===== src/rtl/sge_pkg.sv =====
// Shared constants and types for the Sobel gradient energy block.
package sge_pkg;

    localparam int unsigned MAX_COLS     = 128;
    localparam int unsigned MAX_ROWS     = 128;
    localparam int unsigned MIN_DIM      = 3;
    localparam int unsigned PIX_W        = 8;
    localparam int unsigned CFG_W        = 8;
    localparam int unsigned ROW_W        = $clog2(MAX_ROWS);
    localparam int unsigned MAG_W        = 15;
    localparam int unsigned TDATA_IN_W   = 8;
    localparam int unsigned TDATA_OUT_W  = 16;
    localparam int unsigned GRAD_W       = 11;
    localparam int unsigned ENERGY_SHIFT = 6;
    localparam int unsigned LINE_W       = 2 * PIX_W;
    localparam int unsigned CFG_RESET    = 128;

    typedef enum logic [0:0] {
        REG_IMAGE_COLS = 1'b0,
        REG_IMAGE_ROWS = 1'b1
    } cfg_index_t;

    // Per-item tags carried along the pipeline
    typedef struct packed {
        logic emit;
        logic last;
    } tag_t;

endpackage


===== src/rtl/sge_line_mem.sv =====
// Dual line store: one synchronous memory holding the two previous rows per column.
module sge_line_mem #(
    parameter int unsigned DEPTH  = sge_pkg::MAX_COLS,
    parameter int unsigned ADDR_W = $clog2(DEPTH)
) (
    input  logic                        aclk,
    input  logic                        wr_en,
    input  logic [ADDR_W-1:0]           wr_addr,
    input  logic [sge_pkg::LINE_W-1:0]  wr_data,
    input  logic                        rd_en,
    input  logic [ADDR_W-1:0]           rd_addr,
    output logic [sge_pkg::LINE_W-1:0]  rd_data
);

    logic [sge_pkg::LINE_W-1:0] mem [DEPTH];
    logic [sge_pkg::LINE_W-1:0] rd_data_reg;

    always_ff @(posedge aclk) begin
        if (wr_en) begin
            mem[wr_addr] <= wr_data;
        end
    end

    always_ff @(posedge aclk) begin
        if (rd_en) begin
            rd_data_reg <= mem[rd_addr];
        end
    end

    assign rd_data = rd_data_reg;

endmodule


===== src/rtl/sge_gradient.sv =====
// 3x3 window shift registers and Sobel x/y gradient stage.
module sge_gradient (
    input  logic                              aclk,
    input  logic                              aresetn,
    input  logic                              adv,
    input  logic [sge_pkg::PIX_W-1:0]         top,
    input  logic [sge_pkg::PIX_W-1:0]         mid,
    input  logic [sge_pkg::PIX_W-1:0]         bot,
    output logic signed [sge_pkg::GRAD_W-1:0] gx,
    output logic signed [sge_pkg::GRAD_W-1:0] gy
);

    localparam int unsigned GW = sge_pkg::GRAD_W;

    // win_reg[0..2]: column c-2 top/mid/bottom, win_reg[3..5]: column c-1
    logic [sge_pkg::PIX_W-1:0] win_reg [6];
    logic signed [GW-1:0]      gx_reg;
    logic signed [GW-1:0]      gy_reg;
    logic [GW-1:0]             right_sum, left_sum, low_sum, high_sum;

    always_comb begin
        right_sum = GW'(top) + (GW'(mid) << 1) + GW'(bot);
        left_sum  = GW'(win_reg[0]) + (GW'(win_reg[1]) << 1) + GW'(win_reg[2]);
        low_sum   = GW'(win_reg[2]) + (GW'(win_reg[5]) << 1) + GW'(bot);
        high_sum  = GW'(win_reg[0]) + (GW'(win_reg[3]) << 1) + GW'(top);
    end

    always_ff @(posedge aclk) begin
        if (!aresetn) begin
            for (int i = 0; i < 6; i++) begin
                win_reg[i] <= '0;
            end
        end else if (adv) begin
            win_reg[0] <= win_reg[3];
            win_reg[1] <= win_reg[4];
            win_reg[2] <= win_reg[5];
            win_reg[3] <= top;
            win_reg[4] <= mid;
            win_reg[5] <= bot;
        end
    end

    always_ff @(posedge aclk) begin
        if (adv) begin
            gx_reg <= $signed(right_sum - left_sum);
            gy_reg <= $signed(low_sum - high_sum);
        end
    end

    assign gx = gx_reg;
    assign gy = gy_reg;

endmodule


===== src/rtl/sge_energy.sv =====
// Squared-gradient sum, scaled, into the output register.
module sge_energy (
    input  logic                              aclk,
    input  logic                              load,
    input  logic signed [sge_pkg::GRAD_W-1:0] gx,
    input  logic signed [sge_pkg::GRAD_W-1:0] gy,
    output logic [sge_pkg::MAG_W-1:0]         magnitude
);

    localparam int unsigned SW = 2 * sge_pkg::GRAD_W;

    logic signed [SW-1:0]       sq_x, sq_y, sq_sum;
    logic [sge_pkg::MAG_W-1:0]  mag_reg;

    always_comb begin
        sq_x   = SW'(gx) * SW'(gx);
        sq_y   = SW'(gy) * SW'(gy);
        sq_sum = sq_x + sq_y;
    end

    always_ff @(posedge aclk) begin
        if (load) begin
            mag_reg <= sq_sum[sge_pkg::MAG_W+sge_pkg::ENERGY_SHIFT-1:sge_pkg::ENERGY_SHIFT];
        end
    end

    assign magnitude = mag_reg;

endmodule


===== src/rtl/sobel_gradient_energy_top.sv =====
// Top level of the 3x3 Sobel gradient energy block.
//
//  Channel  | Ports                         | Word contents (low bit up)
//  ---------+-------------------------------+------------------------------------
//  input    | s_tvalid s_tready s_tdata     | tdata: pixel[7:0]
//           | s_tuser                       | tuser: frame_start
//  result   | m_tvalid m_tready m_tdata     | tdata: magnitude[14:0], zero pad
//           | m_tlast                       | tlast: frame_last
//  config   | cfg_wr_en cfg_wr_index        | index 0: image_cols, 1: image_rows
//           | cfg_wr_data                   |
//
// Takes one pixel word per clock while s_tready is high. A word flows through three
// registers: accept and line store read, window and gradients, energy into the output
// register. The single line store port pair (one read at accept, one write-back when the
// word leaves the accept register) sets the one-word-per-cycle rate.
// Reset is synchronous; the line store is not cleared. A stall on m_tready holds the
// output register; stages behind it fill up, and s_tready drops only once all are full.
module sobel_gradient_energy_top #(
    parameter int unsigned MAX_COLS = sge_pkg::MAX_COLS
) (
    input  logic                               aclk,
    input  logic                               aresetn,
    // input channel
    input  logic                               s_tvalid,
    output logic                               s_tready,
    input  logic [sge_pkg::TDATA_IN_W-1:0]     s_tdata,   // pixel
    input  logic                               s_tuser,   // frame_start
    // result channel
    output logic                               m_tvalid,
    input  logic                               m_tready,
    output logic [sge_pkg::TDATA_OUT_W-1:0]    m_tdata,   // magnitude, zero
    output logic                               m_tlast,   // frame_last
    // configuration
    input  logic                               cfg_wr_en,
    input  logic [0:0]                         cfg_wr_index,
    input  logic [sge_pkg::CFG_W-1:0]          cfg_wr_data
);

    localparam int unsigned COL_W = $clog2(MAX_COLS);
    localparam int unsigned CMP_W = ($clog2(MAX_COLS + 1) > sge_pkg::CFG_W) ?
                                    $clog2(MAX_COLS + 1) : sge_pkg::CFG_W;
    localparam int unsigned PW    = sge_pkg::PIX_W;
    localparam int unsigned ROW_W = sge_pkg::ROW_W;

    // Configuration registers
    logic [sge_pkg::CFG_W-1:0] cols_cfg_reg, rows_cfg_reg;
    logic [CMP_W-1:0]          cols_eff;
    logic [sge_pkg::CFG_W-1:0] rows_eff;

    // Raster position
    logic [COL_W-1:0] col_reg, col_next, cur_col;
    logic [ROW_W-1:0] row_reg, row_next, cur_row;
    logic [CMP_W-1:0]          col_plus;
    logic [sge_pkg::CFG_W-1:0] row_plus;
    logic             row_end, frame_end;
    sge_pkg::tag_t    in_tag;

    // Pipeline control
    logic             s1_valid_reg, s1_valid_next;
    logic             s2_valid_reg, s2_valid_next;
    logic             m_valid_reg, m_valid_next;
    logic             out_free, s2_free, s1_free;
    logic             in_fire, s1_fire, s2_fire;

    // Stage payloads
    logic [COL_W-1:0]          s1_addr_reg;
    logic [PW-1:0]             s1_pixel_reg;
    sge_pkg::tag_t             s1_tag_reg;
    logic                      s2_last_reg, m_last_reg;

    // Line store and write-back forwarding
    logic [sge_pkg::LINE_W-1:0] rd_word, line_word, wr_word;
    logic [sge_pkg::LINE_W-1:0] fwd_data_reg;
    logic                       fwd_hit_reg;
    logic [PW-1:0]              top_px, mid_px;

    logic signed [sge_pkg::GRAD_W-1:0] gx, gy;
    logic [sge_pkg::MAG_W-1:0]         magnitude;

    // ---------------- configuration ----------------
    always_ff @(posedge aclk) begin
        if (!aresetn) begin
            cols_cfg_reg <= sge_pkg::CFG_W'(sge_pkg::CFG_RESET);
            rows_cfg_reg <= sge_pkg::CFG_W'(sge_pkg::CFG_RESET);
        end else if (cfg_wr_en) begin
            unique case (sge_pkg::cfg_index_t'(cfg_wr_index))
                sge_pkg::REG_IMAGE_COLS: cols_cfg_reg <= cfg_wr_data;
                sge_pkg::REG_IMAGE_ROWS: rows_cfg_reg <= cfg_wr_data;
                default: ;
            endcase
        end
    end

    // Saturate dimensions to the supported range
    always_comb begin
        priority if (CMP_W'(cols_cfg_reg) < CMP_W'(sge_pkg::MIN_DIM)) begin
            cols_eff = CMP_W'(sge_pkg::MIN_DIM);
        end else if (CMP_W'(cols_cfg_reg) > CMP_W'(MAX_COLS)) begin
            cols_eff = CMP_W'(MAX_COLS);
        end else begin
            cols_eff = CMP_W'(cols_cfg_reg);
        end
        priority if (rows_cfg_reg < sge_pkg::CFG_W'(sge_pkg::MIN_DIM)) begin
            rows_eff = sge_pkg::CFG_W'(sge_pkg::MIN_DIM);
        end else if (rows_cfg_reg > sge_pkg::CFG_W'(sge_pkg::MAX_ROWS)) begin
            rows_eff = sge_pkg::CFG_W'(sge_pkg::MAX_ROWS);
        end else begin
            rows_eff = rows_cfg_reg;
        end
    end

    // ---------------- handshake chain ----------------
    always_comb begin
        out_free = !m_valid_reg || m_tready;
        s2_fire  = s2_valid_reg && out_free;
        s2_free  = !s2_valid_reg || out_free;
        s1_fire  = s1_valid_reg && s2_free;
        s1_free  = !s1_valid_reg || s2_free;
        in_fire  = s_tvalid && s1_free;
    end

    assign s_tready = s1_free;

    // ---------------- raster position ----------------
    always_comb begin
        // frame_start restarts the raster before this pixel is placed
        cur_col   = s_tuser ? '0 : col_reg;
        cur_row   = s_tuser ? '0 : row_reg;
        col_plus  = CMP_W'(cur_col) + CMP_W'(1);
        row_plus  = sge_pkg::CFG_W'(cur_row) + sge_pkg::CFG_W'(1);
        row_end   = (col_plus >= cols_eff);
        frame_end = row_end && (row_plus >= rows_eff);
        in_tag.emit = (cur_row >= ROW_W'(2)) && (cur_col >= COL_W'(2));
        in_tag.last = frame_end;
        if (row_end) begin
            col_next = '0;
            row_next = frame_end ? '0 : ROW_W'(row_plus);
        end else begin
            col_next = COL_W'(col_plus);
            row_next = cur_row;
        end
    end

    always_ff @(posedge aclk) begin
        if (!aresetn) begin
            col_reg <= '0;
            row_reg <= '0;
        end else if (in_fire) begin
            col_reg <= col_next;
            row_reg <= row_next;
        end
    end

    // ---------------- stage valids ----------------
    always_comb begin
        s1_valid_next = in_fire ? 1'b1 : (s1_fire ? 1'b0 : s1_valid_reg);
        s2_valid_next = s1_fire ? s1_tag_reg.emit : (s2_fire ? 1'b0 : s2_valid_reg);
        m_valid_next  = s2_fire ? 1'b1 : (m_tready ? 1'b0 : m_valid_reg);
    end

    always_ff @(posedge aclk) begin
        if (!aresetn) begin
            s1_valid_reg <= 1'b0;
            s2_valid_reg <= 1'b0;
            m_valid_reg  <= 1'b0;
        end else begin
            s1_valid_reg <= s1_valid_next;
            s2_valid_reg <= s2_valid_next;
            m_valid_reg  <= m_valid_next;
        end
    end

    // Payload registers, no reset needed
    always_ff @(posedge aclk) begin
        if (in_fire) begin
            s1_addr_reg  <= cur_col;
            s1_pixel_reg <= s_tdata[PW-1:0];
            s1_tag_reg   <= in_tag;
        end
        if (s1_fire) begin
            s2_last_reg <= s1_tag_reg.last;
        end
        if (s2_fire) begin
            m_last_reg <= s2_last_reg;
        end
    end

    // ---------------- line store ----------------
    // Upper byte: row two above; lower byte: row above. Write back shifts one row.
    assign wr_word = {mid_px, s1_pixel_reg};

    sge_line_mem #(
        .DEPTH  (MAX_COLS),
        .ADDR_W (COL_W)
    ) u_line_mem (
        .aclk    (aclk),
        .wr_en   (s1_fire),
        .wr_addr (s1_addr_reg),
        .wr_data (wr_word),
        .rd_en   (in_fire),
        .rd_addr (cur_col),
        .rd_data (rd_word)
    );

    // A read issued in the same cycle as a write to the same column sees stale
    // data; capture the write-back word and substitute it.
    always_ff @(posedge aclk) begin
        if (!aresetn) begin
            fwd_hit_reg <= 1'b0;
        end else if (in_fire) begin
            fwd_hit_reg <= s1_fire && (s1_addr_reg == cur_col);
        end
    end

    always_ff @(posedge aclk) begin
        if (in_fire) begin
            fwd_data_reg <= wr_word;
        end
    end

    always_comb begin
        line_word = fwd_hit_reg ? fwd_data_reg : rd_word;
        top_px    = line_word[sge_pkg::LINE_W-1:PW];
        mid_px    = line_word[PW-1:0];
    end

    // ---------------- window, gradients, energy ----------------
    sge_gradient u_gradient (
        .aclk    (aclk),
        .aresetn (aresetn),
        .adv     (s1_fire),
        .top     (top_px),
        .mid     (mid_px),
        .bot     (s1_pixel_reg),
        .gx      (gx),
        .gy      (gy)
    );

    sge_energy u_energy (
        .aclk      (aclk),
        .load      (s2_fire),
        .gx        (gx),
        .gy        (gy),
        .magnitude (magnitude)
    );

    // ---------------- result channel ----------------
    assign m_tvalid = m_valid_reg;
    assign m_tdata  = sge_pkg::TDATA_OUT_W'(magnitude);
    assign m_tlast  = m_last_reg;

endmodule


===== config.mk =====
export PLATFORM = sky130hd
export DESIGN_NAME = sobel_gradient_energy_top
export DESIGN_NICKNAME = d
export VERILOG_FILES = /design/src/rtl/sge_pkg.sv /design/src/rtl/sge_line_mem.sv /design/src/rtl/sge_gradient.sv /design/src/rtl/sge_energy.sv /design/src/rtl/sobel_gradient_energy_top.sv
export SDC_FILE = /design/constraint.sdc
export NUM_CORES = 2
export LEC_CHECK = 0
export BUFFER_PORTS_ARGS = -buffer_cell sky130_fd_sc_hd__buf_4
export CAP_MARGIN = 20
export CELL_PAD_IN_SITES_DETAIL_PLACEMENT = 1
export CELL_PAD_IN_SITES_GLOBAL_PLACEMENT = 1
export CORE_MARGIN = 2
export CORE_UTILIZATION = 58
export DETAILED_ROUTE_END_ITERATION = 12
export PLACE_DENSITY_LB_ADDON = 0.25
export SYNTH_ARGS = -nofsm -noshare
export SYNTH_HDL_FRONTEND = slang
export SYNTH_SLANG_ARGS = --single-unit

===== constraint.sdc =====
create_clock -name aclk -period 18.45 [get_ports aclk]
set_input_delay 1.845 -clock aclk [delete_from_list [all_inputs] [get_ports aclk]]
set_output_delay 1.845 -clock aclk [all_outputs]
set_load 0.05 [all_outputs]

After elaboration in Yosys (flattened, before gate mapping)
Memory sizes are Yosys's and may differ from the RTL's. A register that Yosys moved wholly into a read port is not among the register bits. Cells that the tools add are included.

Bits in registers: 106. RAM bits: 2096. Input bits: 23. Output and inout bits: 19. Logic and storage cells: 95. Memories: 2.

Add/sub/neg operators: 13. $mul: 2. Order comparisons: 8. Equal/unequal tests: 1. Multiplexer cells: 27. Bitwise gates (word level): 7. Reductions and logical operators: 17.

Memory list: u_line_mem.mem (words 128, width 16, read ports 1, clocked after memory_dff 1, write ports 1, RTL line sge_line_mem.sv:15) `logic [sge_pkg::LINE_W-1:0] mem [DEPTH];`; u_gradient.win_reg (words 6, width 8, read ports 6, clocked after memory_dff 0, write ports 6, RTL line sge_gradient.sv:16) `logic [sge_pkg::PIX_W-1:0] win_reg [6];`.

Operators by type and width (count): $mux 8 (10); $add 11x8->11 (4); $mul 11x11->21 (2); $add 8x9->10 (4); $mux 7 (5); $sub 11x11->11 (2); $add 21x21->21 (1); $add 7x1->8 const B (2); $ge 8x8->1 (2); $gt 8x8->1 const B (2); $lt 8x2->1 const B (2); $mux 16 (1); $ge 7x2->1 const B (2); $mux 1 (11); $eq 7x7->1 (1); $logic_and 1x1->1 (6); $or 1x1->1 (6); $reduce_bool 2->1 (3); $reduce_and 2->1 (2); $logic_not 1->1 (3); $logic_or 1x1->1 (3); $not 1->1 (1).

Logic depth before layout (Yosys ltp)
Depth in word-level cells: 8. Depth in mapped cells: 26. Depth with buffers taken out: 25.

Hierarchy
Synthesis repeated with hierarchy kept, for this count alone.

Cells, all modules: 4691. Area, all modules: 95570.4 um^2.

By module, submodules not included: sge_line_mem (instances 1, cells each 3086, area each 78683.0 um^2); sge_energy (instances 1, cells each 863, area each 8484.4 um^2); sge_gradient (instances 1, cells each 392, area each 4835.9 um^2); sobel_gradient_energy_top (instances 1, cells each 350, area each 3567.2 um^2).

Least setup slack after synthesis
OpenSTA, ideal clock, no wires.

Path type: reg2reg. Start point: register u_gradient.gx_reg[3], in the netlist u_gradient.gx[3]. End point: register u_energy.mag_reg, in the netlist u_energy.magnitude[14] (data pin). Data arrival time: 6.402 ns. Required time: 18.190 ns. Slack: 11.788 ns. Cell stages (with the launch flop): 25. Path buffers: 1. Cell sequence: edfxtp_1 -> clkbuf_1 -> nand2_1 -> fa_1 -> inv_1 -> fa_1 -> inv_1 -> fa_1 -> fa_1 -> inv_1 -> fa_1 -> fa_1 -> inv_1 -> fa_1 -> inv_1 -> ha_1 -> nor4_1 -> nor3_1 -> and2_4 -> a41o_1 -> or4_4 -> a311oi_4 -> o21bai_2 -> a21oi_2 -> xnor2_1.

Longest elaborated chain between the ends: 2.

RTL lines: from (decl) (RTL line sge_gradient.sv:17) `logic signed [GW-1:0] gx_reg;`; from (signal assigned) (RTL line sge_gradient.sv:45) `gx_reg <= $signed(right_sum - left_sum);`; $mul 11x11->21 (RTL line sge_energy.sv:16) `sq_x = SW'(gx) * SW'(gx);`; $add 21x21->21 (RTL line sge_energy.sv:18) `sq_sum = sq_x + sq_y;`; named net u_energy.sq_sum[20] (RTL line sge_energy.sv:12) `logic signed [SW-1:0] sq_x, sq_y, sq_sum;`; to (signal assigned) (RTL line sge_energy.sv:23) `mag_reg <= sq_sum[sge_pkg::MAG_W+sge_pkg::ENERGY_SHIFT-1:sge_pkg::ENERGY_SHIFT];`; to (decl) (RTL line sge_energy.sv:13) `logic [sge_pkg::MAG_W-1:0] mag_reg;`.

The timed path passes the listed nets, and every way through them passes these cells. A chain may end at the register's enable or synchronous reset.

Worst setup path after layout
Start point: register u_gradient.gy_reg[10], in the netlist u_gradient.gy[10]. End point: register u_energy.mag_reg, in the netlist u_energy.magnitude[14] (data pin).

Longest elaborated chain between the ends: 2.

RTL lines: from (decl) (RTL line sge_gradient.sv:18) `logic signed [GW-1:0] gy_reg;`; from (signal assigned) (RTL line sge_gradient.sv:46) `gy_reg <= $signed(low_sum - high_sum);`; $mul 11x11->21 (RTL line sge_energy.sv:17) `sq_y = SW'(gy) * SW'(gy);`; $add 21x21->21 (RTL line sge_energy.sv:18); named net u_energy.sq_sum[20] (RTL line sge_energy.sv:12).

The timed path passes the listed nets, and every way through them passes these cells.

==> flow_summary.json <==
{
  "grt_pass1_vias": 68862,
  "place_hpwl_mm": 185,
  "antenna_left": 0,
  "placed_cell_area_um2": 102000,
  "clk_pin_slew_ns": 0.06,
  "ys_async_sr_fraction_pct": 0,
  "grt_pass1_wl_mm": 460,
  "hold_viol": 0,
  "yosys_warnings": 0,
  "drive_gt1_share_pct": 11.2,
  "netlist_area_um2": 98300,
  "globalplace.congestion": 0.867,
  "ctsHtreeMaxLevel": 4,
  "crit_path_end_kind": "flip-flop",
  "fin_area_um2": 109000,
  "drt_iter0_drc": 8421,
  "holdBufCountCts": 0,
  "via_count": 64072,
  "syn_to_final_growth_pct": 10.7,
  "synth_seq_area_share_pct": 67.4,
  "initial_core_util_pct": 58.2,
  "port_buffers": 40,
  "grt_usage_pct": 36.4,
  "firstDrtPassIters": 5,
  "fmax_mhz": 136,
  "cts.sinks": 2218,
  "tns_ns": 0,
  "dieArea_um2": 173000,
  "whs_ns": 0.434,
  "clock_latency_ns": 0.90,
  "path_max_fanout": 20,
  "die_x_um": 416,
  "coreArea_um2": 169000,
  "arrival_ns": 7.97,
  "rsz0062_at_grt": "no",
  "largest_reg_flops": 2048,
  "crit_chain": "nand2_1, inv_1, fa_1, inv_1, fa_1, inv_1, fa_1, fa_1, fa_1, fa_1, inv_1, fa_1, inv_1, ha_1, a21o_1, nand2_1, nand2_1, a41o_1, or4_4, a311oi_4, o21bai_2, a21oi_2, xnor2_1",
  "row_count": 151,
  "slew_headroom_pct": 11.8,
  "cp_common_cell": "fa_1",
  "ios": 42,
  "cap_violations": 0,
  "finalSetupViolations": 0,
  "cts_setup_buffers": 0,
  "synth_edf_count": 2184,
  "syn_area_per_cell_um2": 14.0,
  "clockBufferDepth": 3,
  "period_share_pct": 39.9,
  "num-fill-cells": 15440,
  "synth-seq-cells": 2218,
  "critPathMaxStageDelay_ns": 0.76,
  "syn_inst": 7012,
  "syn_nets": 7450,
  "ys_types": 66,
  "nNetsFinal": 7494,
  "grt-ovfl-total": 0,
  "root_buffer": "clkbuf_16",
  "route.detailed.vias_per_inst": 6.77,
  "cts_made_buffers": 221,
  "min_period_ns": 7.36,
  "die_h_um": 416,
  "slew_viol_final": 0,
  "clock_skew_ns": 0.0415,
  "grt_antenna_before_repair": 20,
  "cts_tree": "done",
  "synth_ff_type": "edfxtp_1",
  "worstSetupStartpointType": "flip-flop",
  "grt_max_degree": 165,
  "wire_per_inst_um": 33.3,
  "hold_path.class": "reg -> reg",
  "worst_pin_slew_ns": 1.32,
  "finalWirelength_mm": 315,
  "cts_resized": 0,
  "drcViolationCount": 0,
  "cp_slowest_cell": "edfxtp_1",
  "critPathKind": "reg -> reg",
  "utilization_pct": 64.4,
  "cp.required_ns": 19.06,
  "outcome": "finished, final reports clean"
}
## metrics by stage
step	setup slack (ns)	std cells
finish	11.09	9471
CTS	11.10	9464
global route	10.82	9467
detailed placement	11.11	9049
floorplan	11.79	7012
global placement	11.27	9049
## placed cells by master, fill, tap and decap left out, types with 48 or more instances in the layout
master,n
a211oi_1,352
a21oi_1,384
a311oi_1,145
a31oi_1,148
buf_4,244
clkbuf_16,223
clkinv_1,48
clkinv_2,49
edfxtp_1,2184
fa_1,259
ha_1,156
inv_1,354
mux2_2,167
mux2i_1,204
nand2_1,947
nand3_1,129
nor2_1,242
nor2b_1,247
o21ai_0,91
xnor2_1,74
## synthesized netlist by cell type (all sizes together), types with 4 or more instances
cell	n	area share (%)
a311oi	146	1.3
nor2b	248	1.6
xnor2	74	0.66
a211oi	352	2.7
a31oi	148	0.94
a21boi	24	0.18
or2	4	0.025
nand3	129	0.66
o211ai	36	0.27
o41ai	24	0.21
o21a	9	0.069
nand2	948	3.6
o21bai	13	0.10
mux2i	204	2.1
mux2	174	2.0
and3	44	0.28
or4	5	0.042
nand2b	18	0.11
nor4	16	0.10
a221oi	43	0.38
inv	358	1.4
a2111oi	5	0.045
and2	40	0.26
nor3	39	0.20
o32a	11	0.11
fa	259	5.3
edfxtp	2184	67
a22o	6	0.053
o21ai	92	0.47
nand4	8	0.051
o221ai	11	0.098
clkbuf	259	0.99
xor2	23	0.20
dfxtp	34	0.69
ha	156	2.0
nor2	260	0.99
a21oi	385	2.0
a21o	16	0.12
buf	178	0.86
o22ai	5	0.032
## cell type report
class                      instances  area [um2]  area share (%)
clock inverter                   142        1330            1.22
sequential                      2218       66300            60.9
clock buffer                     273        5820            5.35
tap                             2218        2780            2.55
timing repair buffer             258        2130            1.96
multi-input combinational       3996       29100            26.7
inverter                         361        1370            1.26
antenna                            5        12.5          0.0115
## layer usage
layer | global-route usage [%] | vias up | routed length, um
met5 | 0 | - | 126
met4 | 20.1 | 20 | 19300
met3 | 7.39 | 1049 | 31400
met2 | 59.3 | 4221 | 151000
met1 | 46.0 | 32722 | 113000
li1 | - | 26060 | -
## worst paths after layout
check                         start                endpoint  slack [ns]  cells past startpoint
setup / recovery  u_gradient.gy[10]  u_energy.magnitude[14]       11.09                     23
hold / removal        s1_tag_reg[0]             s2_last_reg        0.43                      0
setup reg to reg  u_gradient.gy[10]  u_energy.magnitude[14]       11.09                     23
hold reg to reg       s1_tag_reg[0]             s2_last_reg        0.43                      0
## kinds of logic after synthesis
family                     share of synthesized area (%)
DFF                                                 67.4
and+or+nand+nor                                     7.97
AOI/OAI and AO/OA                                   9.19
buffers and inverters                               3.22
adders and majority gates                           7.26
muxes                                               4.07
xor gates and xnor gates                           0.864
other                                            0.00382
## worst max-delay path: cells and delay by family (launching register included)
| family | cells | cell delay (ns) |
|---|---|---|
| AO/OA/AOI/OAI | 5 | 1.03 |
| XOR/XNOR | 1 | 0.07 |
| adder cells (fa/ha/maj) | 8 | 3.68 |
| buffers and inverters | 5 | 0.71 |
| flip-flops | 1 | 0.76 |
| AND/OR/NAND/NOR | 4 | 0.84 |
Power is left out: the tool's default activity adds up to more than one toggle a clock period on the data nets, which glitch-free logic cannot reach.
